$ cat config.mk
export PLATFORM = sky130hd
export DESIGN_NAME = windowed_throughput_meter
export DESIGN_NICKNAME = d
export VERILOG_FILES = /design/src/wtm_pkg.sv /design/src/wtm_engine.sv /design/src/windowed_throughput_meter.sv
export SDC_FILE = /design/constraint.sdc
export NUM_CORES = 2
export LEC_CHECK = 0
export BUFFER_PORTS_ARGS = -buffer_cell sky130_fd_sc_hd__clkbuf_2
export CELL_PAD_IN_SITES_DETAIL_PLACEMENT = 1
export CELL_PAD_IN_SITES_GLOBAL_PLACEMENT = 1
export CORE_MARGIN = 2
export CORE_UTILIZATION = 48
export CTS_CLUSTER_DIAMETER = 200
export DETAILED_ROUTE_END_ITERATION = 10
export PLACE_DENSITY_LB_ADDON = 0.12
export SLEW_MARGIN = 25
export SYNTH_ARGS = -nofsm -noshare
export SYNTH_HDL_FRONTEND = slang
export SYNTH_SLANG_ARGS = --single-unit
$ cat constraint.sdc
create_clock -name clk -period 21.9 [get_ports clk]
set_input_delay 1.095 -clock clk [delete_from_list [all_inputs] [get_ports clk]]
set_output_delay 1.095 -clock clk [all_outputs]
set_load 0.02 [all_outputs]
$ cat src/wtm_pkg.sv
// Shared types and constants for the windowed throughput meter.
// No dependencies; used by wtm_engine and windowed_throughput_meter.
`default_nettype none

package wtm_pkg;

	// field widths
	localparam int TS_W     = 64;
	localparam int PKT_W    = 19;
	localparam int ELAP_W   = 48;
	localparam int RATE_W   = 32;
	localparam int PCOUNT_W = 16;
	localparam int CFG_IDX_W = 2;

	// scale constants and the widths they need
	localparam int US_MUL_W   = 20;
	localparam int KBIT_MUL_W = 10;
	localparam logic [US_MUL_W-1:0]   USEC_PER_SEC  = US_MUL_W'(1000000);
	localparam logic [KBIT_MUL_W-1:0] BITS_PER_KBIT = KBIT_MUL_W'(1000);

	// configuration register indexes
	localparam logic [CFG_IDX_W-1:0] CFG_ENABLE    = 2'd0;
	localparam logic [CFG_IDX_W-1:0] CFG_TPS       = 2'd1;
	localparam logic [CFG_IDX_W-1:0] CFG_PKT_LIMIT = 2'd2;
	localparam logic [CFG_IDX_W-1:0] CFG_START_TS  = 2'd3;

	// configuration reset values
	localparam logic                RST_ENABLE    = 1'b1;
	localparam logic [TS_W-1:0]     RST_TPS       = TS_W'(1000000000);
	localparam logic [PCOUNT_W-1:0] RST_PKT_LIMIT = PCOUNT_W'(100);
	localparam logic [TS_W-1:0]     RST_START_TS  = '0;

	typedef enum logic [1:0] {
		ENG_IDLE,
		ENG_MUL,
		ENG_DIV,
		ENG_DONE
	} eng_state_t;

	typedef enum logic [1:0] {
		TOP_IDLE,
		TOP_CALC,
		TOP_HOLD
	} top_state_t;

endpackage

`default_nettype wire

$ cat src/wtm_engine.sv
// Bit-serial multiply and restoring-divide engine for one window close.
// Depends on wtm_pkg.
`default_nettype none

module wtm_engine #(
	parameter int BIT_TOTAL_WIDTH = 40
) (
	input  wire logic                          clk,
	input  wire logic                          arst_n,
	input  wire logic                          start,
	input  wire logic [wtm_pkg::TS_W-1:0]      run_ticks,
	input  wire logic [wtm_pkg::TS_W-1:0]      window_ticks,
	input  wire logic [BIT_TOTAL_WIDTH-1:0]    bit_total,
	input  wire logic [wtm_pkg::TS_W-1:0]      tps,
	output logic                               done,
	output logic [wtm_pkg::ELAP_W-1:0]         elapsed,
	output logic [wtm_pkg::RATE_W-1:0]         rate
);

	localparam int NUM_W  = wtm_pkg::TS_W + BIT_TOTAL_WIDTH;
	localparam int DEN2_W = wtm_pkg::TS_W + wtm_pkg::KBIT_MUL_W;
	localparam int CNT_W  = $clog2(NUM_W);
	localparam int TS_W   = wtm_pkg::TS_W;
	localparam int ELAP_W = wtm_pkg::ELAP_W;
	localparam int RATE_W = wtm_pkg::RATE_W;

	wtm_pkg::eng_state_t state_q, state_d;

	logic [CNT_W-1:0]           cnt_q;
	logic [BIT_TOTAL_WIDTH-1:0] mb_q, mc1_q, mc2_q;
	logic [TS_W-1:0]            run_ticks_q, window_ticks_q;
	logic [NUM_W-1:0]           a1_q, a2_q, a3_q;
	logic [TS_W:0]              rem1_q;
	logic [DEN2_W:0]            rem2_q;
	logic [ELAP_W-1:0]          q1_q;
	logic [RATE_W-1:0]          q2_q;
	logic                       sat1_q, sat2_q;

	logic mul_en, div_en;
	logic mul_last, div_last;

	logic [NUM_W-1:0] add1, add2, add3;
	logic [TS_W:0]    t1, d1;
	logic [DEN2_W:0]  t2, d2;
	logic             ge1, ge2;

	assign mul_last = (cnt_q == CNT_W'(BIT_TOTAL_WIDTH - 1));
	assign div_last = (cnt_q == CNT_W'(NUM_W - 1));

	always_comb begin
		state_d = state_q;
		unique case (state_q)
			wtm_pkg::ENG_IDLE: if (start) state_d = wtm_pkg::ENG_MUL;
			wtm_pkg::ENG_MUL:  if (mul_last) state_d = wtm_pkg::ENG_DIV;
			wtm_pkg::ENG_DIV:  if (div_last) state_d = wtm_pkg::ENG_DONE;
			wtm_pkg::ENG_DONE: state_d = wtm_pkg::ENG_IDLE;
			default:           state_d = wtm_pkg::ENG_IDLE;
		endcase
	end

	always_comb begin
		mul_en = (state_q == wtm_pkg::ENG_MUL);
		div_en = (state_q == wtm_pkg::ENG_DIV);
		done   = (state_q == wtm_pkg::ENG_DONE);
	end

	// shift-add partial products, multiplier bits taken MSB first
	assign add1 = mc1_q[BIT_TOTAL_WIDTH-1] ? NUM_W'(run_ticks_q) : '0;
	assign add2 = mb_q[BIT_TOTAL_WIDTH-1]  ? NUM_W'(tps) : '0;
	assign add3 = mc2_q[BIT_TOTAL_WIDTH-1] ? NUM_W'(window_ticks_q) : '0;

	// one restoring-division step per cycle on each quotient
	assign t1  = {rem1_q[TS_W-1:0], a1_q[NUM_W-1]};
	assign d1  = {1'b0, tps};
	assign ge1 = (t1 >= d1);
	assign t2  = {rem2_q[DEN2_W-1:0], a2_q[NUM_W-1]};
	assign d2  = {1'b0, a3_q[DEN2_W-1:0]};
	assign ge2 = (t2 >= d2);

	always_ff @(posedge clk or negedge arst_n) begin
		if (!arst_n) begin
			state_q <= wtm_pkg::ENG_IDLE;
			cnt_q   <= '0;
		end else begin
			state_q <= state_d;
			if (start || (mul_en && mul_last) || div_en && div_last)
				cnt_q <= '0;
			else if (mul_en || div_en)
				cnt_q <= cnt_q + 1'b1;
		end
	end

	always_ff @(posedge clk) begin
		if (start) begin
			mb_q           <= bit_total;
			mc1_q          <= BIT_TOTAL_WIDTH'(wtm_pkg::USEC_PER_SEC);
			mc2_q          <= BIT_TOTAL_WIDTH'(wtm_pkg::BITS_PER_KBIT);
			run_ticks_q    <= run_ticks;
			window_ticks_q <= window_ticks;
			a1_q           <= '0;
			a2_q           <= '0;
			a3_q           <= '0;
		end else if (mul_en) begin
			mb_q  <= {mb_q[BIT_TOTAL_WIDTH-2:0], 1'b0};
			mc1_q <= {mc1_q[BIT_TOTAL_WIDTH-2:0], 1'b0};
			mc2_q <= {mc2_q[BIT_TOTAL_WIDTH-2:0], 1'b0};
			a1_q  <= {a1_q[NUM_W-2:0], 1'b0} + add1;
			a2_q  <= {a2_q[NUM_W-2:0], 1'b0} + add2;
			a3_q  <= {a3_q[NUM_W-2:0], 1'b0} + add3;
			if (mul_last) begin
				rem1_q <= '0;
				rem2_q <= '0;
				q1_q   <= '0;
				q2_q   <= '0;
				sat1_q <= 1'b0;
				sat2_q <= 1'b0;
			end
		end else if (div_en) begin
			// products now serve as numerators; shift them out MSB first
			a1_q   <= {a1_q[NUM_W-2:0], 1'b0};
			a2_q   <= {a2_q[NUM_W-2:0], 1'b0};
			rem1_q <= ge1 ? (t1 - d1) : t1;
			rem2_q <= ge2 ? (t2 - d2) : t2;
			q1_q   <= {q1_q[ELAP_W-2:0], ge1};
			q2_q   <= {q2_q[RATE_W-2:0], ge2};
			sat1_q <= sat1_q | q1_q[ELAP_W-1];
			sat2_q <= sat2_q | q2_q[RATE_W-1];
		end
	end

	assign elapsed = sat1_q ? '1 : q1_q;
	assign rate    = sat2_q ? '1 : q2_q;

endmodule

`default_nettype wire

$ cat src/windowed_throughput_meter.sv
// Windowed throughput meter: top level with config registers, window state
// and result register. Depends on wtm_pkg and wtm_engine.
//
// Packet requests arrive on in_valid/in_stall with timestamp and packet_bits;
// one is taken when in_valid is high and in_stall is low. A request that
// keeps the window open leaves in_stall low, so such requests may follow
// back to back. A request that closes the window starts the serial engine:
// a shift-add multiply, a restoring divide and a one-cycle done strobe.
// The result register loads when the engine is done and in_stall drops
// with it; until then in_stall stays high and no request is taken.
// Results leave on out_valid/out_stall from the output register; while the
// receiver stalls, the register holds its result and the block keeps taking
// requests that do not close a window. A closing result that finds the
// register still full holds in the engine, with in_stall high, until the
// register drains.
// Configuration writes use cfg_valid/cfg_ready with cfg_index and cfg_data;
// cfg_ready is always high. Reset loads the default configuration, opens the
// window at time zero with empty counts and clears out_valid.
`default_nettype none

module windowed_throughput_meter #(
	parameter int BIT_TOTAL_WIDTH = 40
) (
	input  wire logic                              clk,
	input  wire logic                              arst_n,
	// packet events
	input  wire logic                              in_valid,
	output logic                                   in_stall,
	input  wire logic [wtm_pkg::TS_W-1:0]          timestamp,
	input  wire logic [wtm_pkg::PKT_W-1:0]         packet_bits,
	// window reports
	output logic                                   out_valid,
	input  wire logic                              out_stall,
	output logic [wtm_pkg::ELAP_W-1:0]             elapsed_us,
	output logic [wtm_pkg::RATE_W-1:0]             rate_kbps,
	// configuration writes
	input  wire logic                              cfg_valid,
	output logic                                   cfg_ready,
	input  wire logic [wtm_pkg::CFG_IDX_W-1:0]     cfg_index,
	input  wire logic [wtm_pkg::TS_W-1:0]          cfg_data
);

	localparam int TS_W = wtm_pkg::TS_W;
	localparam int PC_W = wtm_pkg::PCOUNT_W;

	// configuration
	logic                 enable_q;
	logic [TS_W-1:0]      tps_q;
	logic [PC_W-1:0]      pkt_limit_q;
	logic [TS_W-1:0]      start_ts_q;

	// window state
	logic [TS_W-1:0]            win_start_q;
	logic [BIT_TOTAL_WIDTH-1:0] bit_total_q;
	logic [PC_W-1:0]            pkt_count_q;

	wtm_pkg::top_state_t state_q, state_d;

	logic                         out_valid_q;
	logic [wtm_pkg::ELAP_W-1:0]   elapsed_q;
	logic [wtm_pkg::RATE_W-1:0]   rate_q;

	logic                         accept, metered, close_win, eng_start, out_free, load_out;
	logic [TS_W-1:0]              win_ticks, run_ticks;
	logic [BIT_TOTAL_WIDTH-1:0]   base_total, next_total;
	logic [BIT_TOTAL_WIDTH:0]     total_sum;
	logic [PC_W-1:0]              next_count;
	logic                         eng_done;
	logic [wtm_pkg::ELAP_W-1:0]   eng_elapsed;
	logic [wtm_pkg::RATE_W-1:0]   eng_rate;

	assign cfg_ready = 1'b1;

	// Write a register; the index space is fully decoded.
	always_ff @(posedge clk or negedge arst_n) begin
		if (!arst_n) begin
			enable_q    <= wtm_pkg::RST_ENABLE;
			tps_q       <= wtm_pkg::RST_TPS;
			pkt_limit_q <= wtm_pkg::RST_PKT_LIMIT;
			start_ts_q  <= wtm_pkg::RST_START_TS;
		end else if (cfg_valid && cfg_ready) begin
			unique case (cfg_index)
				wtm_pkg::CFG_ENABLE:    enable_q    <= cfg_data[0];
				wtm_pkg::CFG_TPS:       tps_q       <= cfg_data;
				wtm_pkg::CFG_PKT_LIMIT: pkt_limit_q <= cfg_data[PC_W-1:0];
				wtm_pkg::CFG_START_TS:  start_ts_q  <= cfg_data;
			endcase
		end
	end

	assign accept  = in_valid && !in_stall;
	assign metered = accept && enable_q;

	// Check the open window before counting the new packet; differences wrap.
	assign win_ticks = timestamp - win_start_q;
	assign run_ticks = timestamp - start_ts_q;
	assign close_win = (pkt_count_q >= pkt_limit_q) || (tps_q <= win_ticks);

	// Add the packet to the (possibly reopened) window, saturating both counts.
	assign base_total = close_win ? '0 : bit_total_q;
	assign total_sum  = {1'b0, base_total} + (BIT_TOTAL_WIDTH + 1)'(packet_bits);
	assign next_total = total_sum[BIT_TOTAL_WIDTH] ? '1 : total_sum[BIT_TOTAL_WIDTH-1:0];

	always_comb begin
		if (close_win)
			next_count = PC_W'(1);
		else if (pkt_count_q == '1)
			next_count = pkt_count_q;
		else
			next_count = pkt_count_q + 1'b1;
	end

	always_ff @(posedge clk or negedge arst_n) begin
		if (!arst_n) begin
			win_start_q <= '0;
			bit_total_q <= '0;
			pkt_count_q <= '0;
		end else if (metered) begin
			if (close_win)
				win_start_q <= timestamp;
			bit_total_q <= next_total;
			pkt_count_q <= next_count;
		end
	end

	// Request sequencing: idle, engine busy, result waiting for the register.
	assign out_free = !out_valid_q || !out_stall;

	always_comb begin
		state_d = state_q;
		unique case (state_q)
			wtm_pkg::TOP_IDLE: if (metered && close_win) state_d = wtm_pkg::TOP_CALC;
			wtm_pkg::TOP_CALC: begin
				if (eng_done)
					state_d = out_free ? wtm_pkg::TOP_IDLE : wtm_pkg::TOP_HOLD;
			end
			wtm_pkg::TOP_HOLD: if (out_free) state_d = wtm_pkg::TOP_IDLE;
			default:           state_d = wtm_pkg::TOP_IDLE;
		endcase
	end

	always_comb begin
		in_stall  = (state_q != wtm_pkg::TOP_IDLE);
		eng_start = metered && close_win;
		load_out  = out_free && ((state_q == wtm_pkg::TOP_CALC && eng_done) ||
			state_q == wtm_pkg::TOP_HOLD);
	end

	always_ff @(posedge clk or negedge arst_n) begin
		if (!arst_n)
			state_q <= wtm_pkg::TOP_IDLE;
		else
			state_q <= state_d;
	end

	// The engine latches the closed window's figures at start.
	wtm_engine #(
		.BIT_TOTAL_WIDTH(BIT_TOTAL_WIDTH)
	) u_engine (
		.clk          (clk),
		.arst_n       (arst_n),
		.start        (eng_start),
		.run_ticks    (run_ticks),
		.window_ticks (win_ticks),
		.bit_total    (bit_total_q),
		.tps          (tps_q),
		.done         (eng_done),
		.elapsed      (eng_elapsed),
		.rate         (eng_rate)
	);

	// Output register: hold while stalled, drop valid once taken.
	always_ff @(posedge clk or negedge arst_n) begin
		if (!arst_n)
			out_valid_q <= 1'b0;
		else if (load_out)
			out_valid_q <= 1'b1;
		else if (!out_stall)
			out_valid_q <= 1'b0;
	end

	always_ff @(posedge clk) begin
		if (load_out) begin
			elapsed_q <= eng_elapsed;
			rate_q    <= eng_rate;
		end
	end

	assign out_valid  = out_valid_q;
	assign elapsed_us = elapsed_q;
	assign rate_kbps  = rate_q;

endmodule

`default_nettype wire
==> qor.csv <==
stage,metric,value,unit
placed_design,dpl.hpwl,179600,um
power_and_ir_drop,p_leak,37.12,nW
sta,hold_ws,175.4,ps
clocking,hold_buffers,0,
final_layout,drive_gt1_frac,0.09670,
final_layout,final_nets,9070,
clocking,cts_tree,done,
sta,tns,0,ps
setup_path,worstPathMaxFanout,53,
final_layout,final_common_cell,a21oi_1,
synthesis,ys_seq_elements,1096,
clocking,htreeDepth,4,
routing,wl_per_cell,22.75,um
clocking,cts_post_setup_buffers_inserted,0,
setup_path,critical_path.endpoint_type,flop,
clocking,clockBufferDepth,3,
global_route,first_global_vias,64152,
global_route,grt_overflow,0,
die,die-width,397.0,um
setup_path,worstPathArrival,12240,ps
setup_path,regToRegSetupSlack,10490,ps
sta,final-hold-violation-count,0,
setup_path,worst_path_max_delay_cell,a2111oi_1,
global_route,grt_max_degree,183,
clocking,cts_resized,0,
clocking,clk_latency,790,ps
clocking,clk_pin_slew,60,ps
synthesis,netlist_instances,8349,
synthesis,async_flop_share,0.2527,
sta,finalSetupViolations,0,
die,dieArea,0.1576,mm^2
synthesis,synth_cell_types,105,
placed_design,place.port_buffers,235,
power_and_ir_drop,vdd_drop_max,0.00007698,V
setup_path,critPathMaxStageDelay,900,ps
sta,maxSlewHeadroom,0.2135,
sta,rsz0062_at_grt,false,
sta,clock.fmax,86.37,MHz
sta,clock_skew,37.99,ps
power_and_ir_drop,seq_power_share,0.422,
routing,wirelength,239000,um
setup_path,crit_top_cell,a21oi_1,
synthesis,syn-num-nets,9069,
power_and_ir_drop,p_sw_frac,0.2841,
synthesis,synth_seq_area_share,0.3782,
global_route,grt_usage,0.2982,
routing,wl_met3,12650,um
sta,period_needed,11580,ps
clocking,cts_inserted_buffers,134,
sta,finalCritPeriodShare,0.5287,
placed_design,place.gp.congestion,0.9633,
power_and_ir_drop,comb_power_share,0.150,
routing,ant_nets,0,
synthesis,synth_top_area_cell,edfxtp_1,
min_path,min_path_type,in -> async,
synthesis,synth.avg_cell_area,8.878,um^2
synthesis,synthTopCellsByArea,"edfxtp_1 19%, dfxtp_1 9.5%, ha_1 9.4%",
synthesis,synthFlopType,edfxtp_1,
routing,num_vias,62441,
routing,m1WireLength,108100,um
die,pin_count,237,
power_and_ir_drop,switchingPower,1.531,mW
global_route,grt_pass1_wl,371300,um
final_layout,layout_common_cells,"814 x a21oi_1, 729 x nor2_1, 626 x nand2_1",
routing,drt-pass1-iter-count,5,
die,die_y,397.0,um
routing,avgViaCountPerCell,5.943,
synthesis,yosysTopAreaCellShare,0.1896,
routing,drc,0,
routing,drt_iter0_drc,4087,
routing,met2_length,110600,um
die,rows,144,
die,coreArea,0.1537,mm^2
final_layout,area_growth,9.673,%
die,start_util,0.4823,
global_route,antenna_found_initial,29,
synthesis,mappedNetlistArea,0.07412,mm^2
outcome,status,finished clean,
sta,slew_violations,0,
power_and_ir_drop,internal_power,3.859,mW
synthesis,synth_edf_count,468,
setup_path,crit_path_start_kind,input port,
setup_path,crit_type,in -> reg,
clocking,cts_root_buffer,clkbuf_16,
power_and_ir_drop,powerDensity,66.30,mW/mm^2
sta,worst_pin_slew,1167,ps
clocking,cts_sinks,1096,
power_and_ir_drop,clockPowerShare,0.427,
synthesis,yosysWarningCount,0,
flow_run,maxCapViolCount,0,
routing,top_layer,met5,
setup_path,cp.required,22560,ps
## sequential cells by signal, summed over array words and instances, names as in the netlist, 2 cells and up
register                 flops
u_engine.a3_q               74
elapsed_us                  48
win_start_q                 64
tps_q                       64
u_engine.mc1_q              32
u_engine.q1_q               48
pkt_count_q                 16
u_engine.q2_q               32
bit_total_q                 40
u_engine.rem1_q             64
rate_kbps                   32
pkt_limit_q                 16
u_engine.rem2_q             74
u_engine.cnt_q               7
u_engine.a1_q              104
u_engine.state_q             2
u_engine.run_ticks_q        64
start_ts_q                  64
u_engine.a2_q              104
u_engine.mc2_q              37
u_engine.mb_q               40
u_engine.window_ticks_q     64
state_q                      2
## critical path: cells and delay by family
family | cells | cell delay [ps]
buffers and inverters | 4 | 580
adders and majority gates | 5 | 1510
AOI/OAI and AO/OA | 21 | 6200
and+or+nand+nor | 10 | 2570
xor gates and xnor gates | 1 | 180
## cell families after synthesis
group	after synthesis	share of synthesized area
adders and majority gates	566	0.09636
other	1	0.00005059
DFF	1096	0.3782
buffers and inverters	910	0.04690
xor gates and xnor gates	536	0.06334
muxes	388	0.05491
and+or+nand+nor	2554	0.1679
AOI/OAI and AO/OA	2298	0.1923
## Yosys cell counts (156+ instances only)
cell type and count:
xor2_1 230, and2_1 241, dfrtp_1 260, o21ai_0 493
inv_1 489, mux2i_1 239, ha_1 558, nand3_1 157
a21oi_1 816, dfxtp_1 351, clkbuf_1 361, nor2_1 730
edfxtp_1 468, a21o_1 357, nand2_1 627, xnor2_1 306
nor2b_1 165, nand4_1 156
## layout make-up
| class | count | area, um^2 |
|---|---|---|
| diodes | 4 | 10.01 |
| clock buffers | 192 | 3840 |
| clock inverters | 53 | 649.4 |
| fillers | 17810 | 72400 |
| inverters | 490 | 1849 |
| multi-input cells | 6343 | 42720 |
| flip-flops and latches | 1096 | 28040 |
| well taps | 2044 | 2557 |
| repair buffers | 285 | 1627 |
## path summary, 6_finish.rpt
kind | from | endpoint | cells past startpoint
max | timestamp[0] | bit_total_q[35]$_DFFE_PN0P_ | 41
min | arst_n | pkt_count_q[2]$_DFFE_PN0P_ | 1
max reg2reg | win_start_q[0]$_DFFE_PN0P_ | bit_total_q[35]$_DFFE_PN0P_ | 39
min reg2reg | u_engine.mc2_q[3]$_SDFFE_PP1P_ | u_engine.mc2_q[3]$_SDFFE_PP1P_ | 1
max in group asynchronous | arst_n | start_ts_q[53]$_DFFE_PN0P_ | 4
min in group clk | u_engine.mc2_q[3]$_SDFFE_PP1P_ | u_engine.mc2_q[3]$_SDFFE_PP1P_ | 1
## metrics by stage
| stage | worst slack, ps | area, um^2 | total power, mW | util | instances |
|---|---|---|---|---|---|
| floorplan | 9992 | 74120 | 2.829 | - | 8349 |
| global placement | 9929 | 76730 | 3.085 | 0.4993 | 10256 |
| detailed placement | 9719 | 76760 | 3.113 | 0.4995 | 10257 |
| CTS | 10490 | 81250 | 5.430 | 0.5287 | 10502 |
| global route | 9771 | 81280 | 5.591 | 0.5289 | 10503 |
| finish | 10320 | 81290 | 5.390 | 0.5289 | 10507 |
## per-layer routing
layer | up-vias | global-route usage
li1 | 29753 | -
met1 | 30954 | 0.4057
met2 | 1337 | 0.4872
met3 | 373 | 0.04522
met4 | 24 | 0.09322
met5 | - | 0
## power by group through the flow
stage	clock network [mW]	registers [mW]	logic, mW
2_1_floorplan	0	2.27	0.563
6_report	2.30	2.28	0.810
4_1_cts	2.35	2.28	0.802
5_1_grt	2.42	2.28	0.890
3_3_place_gp	0	2.32	0.770
3_5_place_dp	0	2.32	0.795
No activity file was read; power rests on OpenSTA's default activity.
